File: src/design/tclm_pkg.sv
`timescale 1ns / 1ps
package tclm_pkg;

  typedef enum logic [1:0] {
    CMD_CLEAR  = 2'd0,
    CMD_APPEND = 2'd1,
    CMD_BUILD  = 2'd2,
    CMD_MAP    = 2'd3
  } cmd_e;

  typedef enum logic [3:0] {
    ST_IDLE,
    ST_BINIT,
    ST_CHK,
    ST_RD,
    ST_CAP,
    ST_AB,
    ST_P1,
    ST_P2,
    ST_DINIT,
    ST_DIV,
    ST_WR,
    ST_PRD,
    ST_POUT
  } state_e;

  localparam logic [16:0] ONE_Q15    = 17'd32768;
  localparam logic [15:0] HALF_Q15   = 16'd16384;
  localparam int          MIN_POINTS = 3;
  localparam logic [2:0]  MASK_RESET = 3'd2;

  // Commands from the controller to the datapath.
  typedef struct packed {
    logic clr_pts;
    logic app_pt;
    logic clr_rdy;
    logic ld_pix;
    logic bld_init;
    logic rd_pt;
    logic cap_pt;
    logic adv_k;
    logic sel_last;
    logic sel_first;
    logic mul_ab;
    logic mul_p1;
    logic mul_p2;
    logic div_init;
    logic div_step;
    logic sel_div;
    logic wr_ent;
    logic set_rdy;
    logic pix_rd;
    logic pix_out;
  } ctl_t;

  // Status from the datapath to the controller.
  typedef struct packed {
    logic few_pts;
    logic cur_vld;
    logic hit;
    logic k_end;
    logic k_zero;
    logic div_done;
    logic i_last;
    logic out_busy;
  } sts_t;

endpackage

File: src/design/tclm_ctrl.sv
`timescale 1ns / 1ps
module tclm_ctrl (
  input  logic              clk_i,
  input  logic              rst_ni,
  input  logic              in_valid_i,
  input  logic [1:0]        command_i,
  output logic              in_ready_o,
  input  tclm_pkg::sts_t    sts_i,
  output tclm_pkg::ctl_t    ctl_o
);

  tclm_pkg::state_e state_q, state_d;
  logic             acc;

  assign acc        = in_valid_i && (state_q == tclm_pkg::ST_IDLE);
  assign in_ready_o = (state_q == tclm_pkg::ST_IDLE);

  // Next state.
  always_comb begin
    state_d = state_q;
    case (state_q)
      tclm_pkg::ST_IDLE: begin
        if (acc && command_i == tclm_pkg::CMD_BUILD && !sts_i.few_pts) begin
          state_d = tclm_pkg::ST_BINIT;
        end else if (acc && command_i == tclm_pkg::CMD_MAP) begin
          state_d = tclm_pkg::ST_PRD;
        end
      end
      tclm_pkg::ST_BINIT: state_d = tclm_pkg::ST_CHK;
      tclm_pkg::ST_CHK: begin
        if (sts_i.k_end) begin
          state_d = tclm_pkg::ST_WR;
        end else if (!sts_i.cur_vld) begin
          state_d = tclm_pkg::ST_RD;
        end else if (sts_i.hit) begin
          state_d = sts_i.k_zero ? tclm_pkg::ST_WR : tclm_pkg::ST_AB;
        end
      end
      tclm_pkg::ST_RD:    state_d = tclm_pkg::ST_CAP;
      tclm_pkg::ST_CAP:   state_d = tclm_pkg::ST_CHK;
      tclm_pkg::ST_AB:    state_d = tclm_pkg::ST_P1;
      tclm_pkg::ST_P1:    state_d = tclm_pkg::ST_P2;
      tclm_pkg::ST_P2:    state_d = tclm_pkg::ST_DINIT;
      tclm_pkg::ST_DINIT: state_d = tclm_pkg::ST_DIV;
      tclm_pkg::ST_DIV: begin
        if (sts_i.div_done) begin
          state_d = tclm_pkg::ST_WR;
        end
      end
      tclm_pkg::ST_WR: begin
        state_d = sts_i.i_last ? tclm_pkg::ST_IDLE : tclm_pkg::ST_CHK;
      end
      tclm_pkg::ST_PRD:   state_d = tclm_pkg::ST_POUT;
      tclm_pkg::ST_POUT: begin
        if (!sts_i.out_busy) begin
          state_d = tclm_pkg::ST_IDLE;
        end
      end
      default: state_d = tclm_pkg::ST_IDLE;
    endcase
  end

  // Datapath commands.
  always_comb begin
    ctl_o = '0;
    case (state_q)
      tclm_pkg::ST_IDLE: begin
        ctl_o.clr_pts = acc && command_i == tclm_pkg::CMD_CLEAR;
        ctl_o.app_pt  = acc && command_i == tclm_pkg::CMD_APPEND;
        ctl_o.clr_rdy = acc && (command_i == tclm_pkg::CMD_CLEAR ||
                                (command_i == tclm_pkg::CMD_BUILD && sts_i.few_pts));
        ctl_o.ld_pix  = acc && command_i == tclm_pkg::CMD_MAP;
      end
      tclm_pkg::ST_BINIT: ctl_o.bld_init = 1'b1;
      tclm_pkg::ST_CHK: begin
        if (sts_i.k_end) begin
          ctl_o.sel_last = 1'b1;
        end else if (sts_i.cur_vld && sts_i.hit && sts_i.k_zero) begin
          ctl_o.sel_first = 1'b1;
        end else if (sts_i.cur_vld && !sts_i.hit) begin
          ctl_o.adv_k = 1'b1;
        end
      end
      tclm_pkg::ST_RD:    ctl_o.rd_pt    = 1'b1;
      tclm_pkg::ST_CAP:   ctl_o.cap_pt   = 1'b1;
      tclm_pkg::ST_AB:    ctl_o.mul_ab   = 1'b1;
      tclm_pkg::ST_P1:    ctl_o.mul_p1   = 1'b1;
      tclm_pkg::ST_P2:    ctl_o.mul_p2   = 1'b1;
      tclm_pkg::ST_DINIT: ctl_o.div_init = 1'b1;
      tclm_pkg::ST_DIV: begin
        ctl_o.sel_div  = sts_i.div_done;
        ctl_o.div_step = !sts_i.div_done;
      end
      tclm_pkg::ST_WR: begin
        ctl_o.wr_ent  = 1'b1;
        ctl_o.set_rdy = sts_i.i_last;
      end
      tclm_pkg::ST_PRD:   ctl_o.pix_rd  = 1'b1;
      tclm_pkg::ST_POUT:  ctl_o.pix_out = !sts_i.out_busy;
      default: ctl_o = '0;
    endcase
  end

  // Hold state.
  always_ff @(posedge clk_i or negedge rst_ni) begin
    if (!rst_ni) begin
      state_q <= tclm_pkg::ST_IDLE;
    end else begin
      state_q <= state_d;
    end
  end

endmodule

File: config.mk
export PLATFORM = sky130hd
export DESIGN_NAME = tclm_ctrl
export DESIGN_NICKNAME = d
export VERILOG_FILES = /design/src/design/tclm_pkg.sv /design/src/design/tclm_ctrl.sv
export SDC_FILE = /design/constraint.sdc
export NUM_CORES = 1
export LEC_CHECK = 0
export BUFFER_PORTS_ARGS = -buffer_cell sky130_fd_sc_hd__buf_2
export CAP_MARGIN = 10
export CORE_MARGIN = 4
export CORE_UTILIZATION = 38
export CTS_BUF_LIST = sky130_fd_sc_hd__clkbuf_16
export DETAILED_ROUTE_END_ITERATION = 10
export PLACE_DENSITY = 0.73
export SYNTH_ARGS = -nofsm -noshare
export SYNTH_HDL_FRONTEND = slang
export SYNTH_SLANG_ARGS = --single-unit
File: constraint.sdc
create_clock -name clk_i -period 1.6 [get_ports clk_i]
set_input_delay 0.24 -clock clk_i [delete_from_list [all_inputs] [get_ports clk_i]]
set_output_delay 0.24 -clock clk_i [all_outputs]
set_load 0.01 [all_outputs]
* Word level (Yosys, flattened, before mapping)
Cells that the tools add are included.
** Storage, ports and cells
- Memories :: 0
- ROM bits :: 0
- Latch bits :: 0
- Register bits after elaboration :: 4
- Memory bits (writable) :: 0
- Input port bits :: 13
- Word-level logic and storage cells :: 69
** Cells by class
- Muxes and demuxes :: 29
- Div/mod/pow operators :: 0
- Equal/unequal tests :: 19
- Multipliers :: 0
- Magnitude comparators :: 0
- Shift operators :: 0
- Bitwise gates (word level) :: 0
- Reduce and logical (&&, ||, !) cells :: 20
- $add $sub $neg :: 0
** Operators with widths (count)
- $pmux 4 s12 :: 1
- $mux 4 :: 9
- $eq 4x4->1 const B :: 5
- $eq 4x3->1 const B :: 4
- $mux 1 :: 15
- $logic_and 1x1->1 :: 11
- $eq 4x2->1 const B :: 2
- $mux 2 :: 3
- $eq 2x2->1 const B :: 2
- $eq 4x1->1 const B :: 1
- $logic_not 1->1 :: 4
- $logic_not 4->1 :: 1
- $ne 2x2->1 const B :: 2
- $ne 4x4->1 const B :: 1
- $reduce_and 4->1 :: 1
- $mux 3 :: 1
- $ne 3x1->1 const B :: 1
- $eq 2x1->1 const B :: 1
- $logic_not 2->1 :: 1
- $reduce_or 2->1 :: 1
- $logic_or 1x1->1 :: 1

* Depth between registers and ports, before layout
- Depth in word-level cells :: 6
- Mapped depth :: 6
- Depth with buffers taken out :: 4

* Worst setup path after synthesis
OpenSTA, ideal clock, no wires.
- Path type :: register to output
- Start :: reg state_q[3]
- End :: out ctl_o[17] in the netlist's numbering
- Slack :: -75 ps
- Cell stages (with the launch flop) :: 5
- Data arrival time :: 1435 ps
- Buffers on the path :: 2
- Required time :: 1360 ps
- Cells stage by stage :: dfrtp_1 -> buf_6 -> or4_4 -> buf_6 -> nor3_1
** RTL lines
- start, declared :: RTL line tclm_ctrl.sv:12 : tclm_pkg::state_e state_q, state_d;
- start signal, assigned :: RTL line tclm_ctrl.sv:107 : state_q <= tclm_pkg::ST_IDLE;
- start signal, assigned :: RTL line tclm_ctrl.sv:109 : state_q <= state_d;
- end, declared :: RTL line tclm_ctrl.sv:9 : output tclm_pkg::ctl_t ctl_o

==> results.txt <==
Clk_skew: 0.00112 ns
Worst hold slack: 0.294 ns
Routed WL: 2280 um
Layout cells sized above 1: 69.5%
Synth Flop Type: dfrtp_1
Worst R2R End: state_q[3]$_DFFE_PN0P_
Post-route ant nets: 0
Most flops, register: state_q
H-tree Lvls: 1
Dpl cells: 130
Fillers: 83
Worst Setup Start Kind: flip-flop
Asr flop ratio synth: 100%
Leakage: 0.000562 uW
Max cap viols: 0
Die H: 46.7 um
Post-synth EDFFs: 0
Die Width: 46.7 um
Critical-path maximum fanout: 6
Dominant cell type by area after synthesis: dfrtp_1
Crit end category: primary output
Via-per-instance ratio: 5.63
Clock sink count: 4
Cell Pwr Density: 1830 nW/um2
Detailed placer's ending HPWL: 1410 um
Ports: 34
Hold Path Depth: 2
Initial Utilization: 42.2%
Top-area cell type share of the netlist area: 17.6%
Layout overhead on the synthesized area: 95.8%
First-pass GRT wire length: 3310 um
Min-Delay Path Class: primary input to flip-flop
CP Launch Point: state_q[3]$_DFFE_PN0P_
FP Rows: 13
Final WS setup: -0.190 ns
Unrepaired setup endpoints after global routing: yes
Final Wtd Congestion: 0.811
Drt wl/cell: 15.9 um
Crit share post-route: 112%
Initial DRC count: 16
Setup CP Type: flip-flop to primary output
Syn Nets: 88
Total Power: 2040 uW
Synth top area cells: dfrtp_1 18%, nor3_1 7.0%, nor2_1 6.6%, buf_6 5.9%, nor4b_4 4.2%
Hold Path Sink: state_q[1]$_DFFE_PN0P_
Violated checks: negative setup slack
Commonest non-fill, non-tap cell in the layout: buf_2
Drt first pass iters: 4
Cell Area, Placed: 815 um2
Post-Syn Area: 569 um2
Slew @ Worst Pin: 0.357 ns
YS warnings: 0
CTS buffer count: 3
ANT cells: 0
CTS Root Cell: clkbuf_16
Yosys cell types: 36
CP Data Arrival Time: 1.55 ns
Worst-path clk slew: 0.03 ns
VDD IR max: 1.47 mV
Vias in the first global route: 772
Register bit total from synthesis: 4
Status: complete, but fails checks
Critical Path RT: 1.36 ns
CTS tree: yes
Initial antenna violation count: 0
IO Port Bufs: 33
FF-to-FF Start: state_q[3]$_DFFE_PN0P_
Tot GR Track Use: 21.2%
Most frequent cells in the layout: 30 x buf_2, 14 x buf_4, 9 x nor2_1, 9 x buf_6, 8 x nor3_2
Tmin final: 1.79 ns
Largest registers: state_q (4)
Max reg flops: 4
Area of the core: 1350 um2
Final setup vio count: 14
Largest net degree at the start of global routing: 8
FF-to-FF setup slack: -0.12 ns
R2R cell count: 5
Die area: 2180 um2
Avg Inst Size Synth: 7.59 um2
Layout Cell Area excl Fill: 1110 um2
CTS Buffer Depth: 2
Final non-filler cell total: 143
NumNets Final: 143
Grt total ovfl: 0
Post-route DRC: 0
Final slew viol count: 0
Syn Inst Count: 75
Clk Latency, worst-skew pair: 0.22 ns
F_max: 559 MHz
Final setup TNS: -1.62 ns
Via count: 805
Register area share after synthesis: 17.6%
Rel. slew slack: 76.2%
Hold path startpoint: sts_i[5]
Final Hold Fails: 0
## how the worst max path moves through the flow
stage | end | cells after the start | slack (ns)
after floorplan | ctl_o[18] | 4 | -0.03
after global placement | ctl_o[18] | 3 | 0.04
after detailed placement | ctl_o[17] | 3 | -0.001
after CTS | ctl_o[17] | 3 | -0.17
after global routing | ctl_o[18] | 3 | -0.25
final | ctl_o[18] | 3 | -0.19
## timing repair
action                                  4_1_cts  5_1_grt
pin swaps                                    11        5
buffers inserted                              9        0
endpoints found under the setup margin       14       20
endpoints found under the hold margin         4        0
hold buffers                                  1        0
gates resized for setup                      13       19
## worst max-delay path, stage by stage (launching register included)
cell     delay [ns]
dfrtp_1        0.40
or4_4          0.61
nor3_2         0.15
buf_2          0.16
## kinds of logic after synthesis
family / after synthesis / synth area share [%]
AOI/OAI and AO/OA: 18 / 25.9
buffers and inverters: 11 / 12.1
and+or+nand+nor: 42 / 44.4
DFF: 4 / 17.6
## layer usage
layer | up-vias | global-route usage (%) | wire length [um]
met4 | 0 | 9.94 | 32
met5 | - | 0 | 0
met2 | 35 | 37.9 | 1210
met1 | 384 | 24.7 | 898
met3 | 4 | 3.13 | 133
li1 | 382 | - | -
## per-stage QoR
stage / utilization, % / setup WS, ns
floorplan: - / -0.0316
global placement: 60.3 / 0.0441
detailed placement: 60.3 / -0.00131
CTS: 76.0 / -0.165
global route: 82.6 / -0.247
finish: 82.6 / -0.190
## final cells by class
class | instances | area, um2 | area share (%)
inverters | 6 | 22.5 | 2.02
flip-flops and latches | 4 | 103 | 9.20
multi-input cells | 60 | 509 | 45.7
repair buffers | 55 | 387 | 34.7
clock buffers | 3 | 75.1 | 6.73
well taps | 15 | 18.8 | 1.68
## power by group
part           total (uW)  switching (uW)  leakage, uW  internal (uW)
sequential            213            58.8    0.0000476            154
combinational        1450             694     0.000478            755
clock                 383            64.0    0.0000370            319
total                2040             817     0.000562           1230
## synth_stat cells (all sizes together), types with 3 or more instances
master and number:
dfrtp 4, nand2 5, nand2b 3, nor2 10, inv 6, buf 5, a21o 3, o21ai 3
nor3 8
Power figures use the tool's default switching activity.
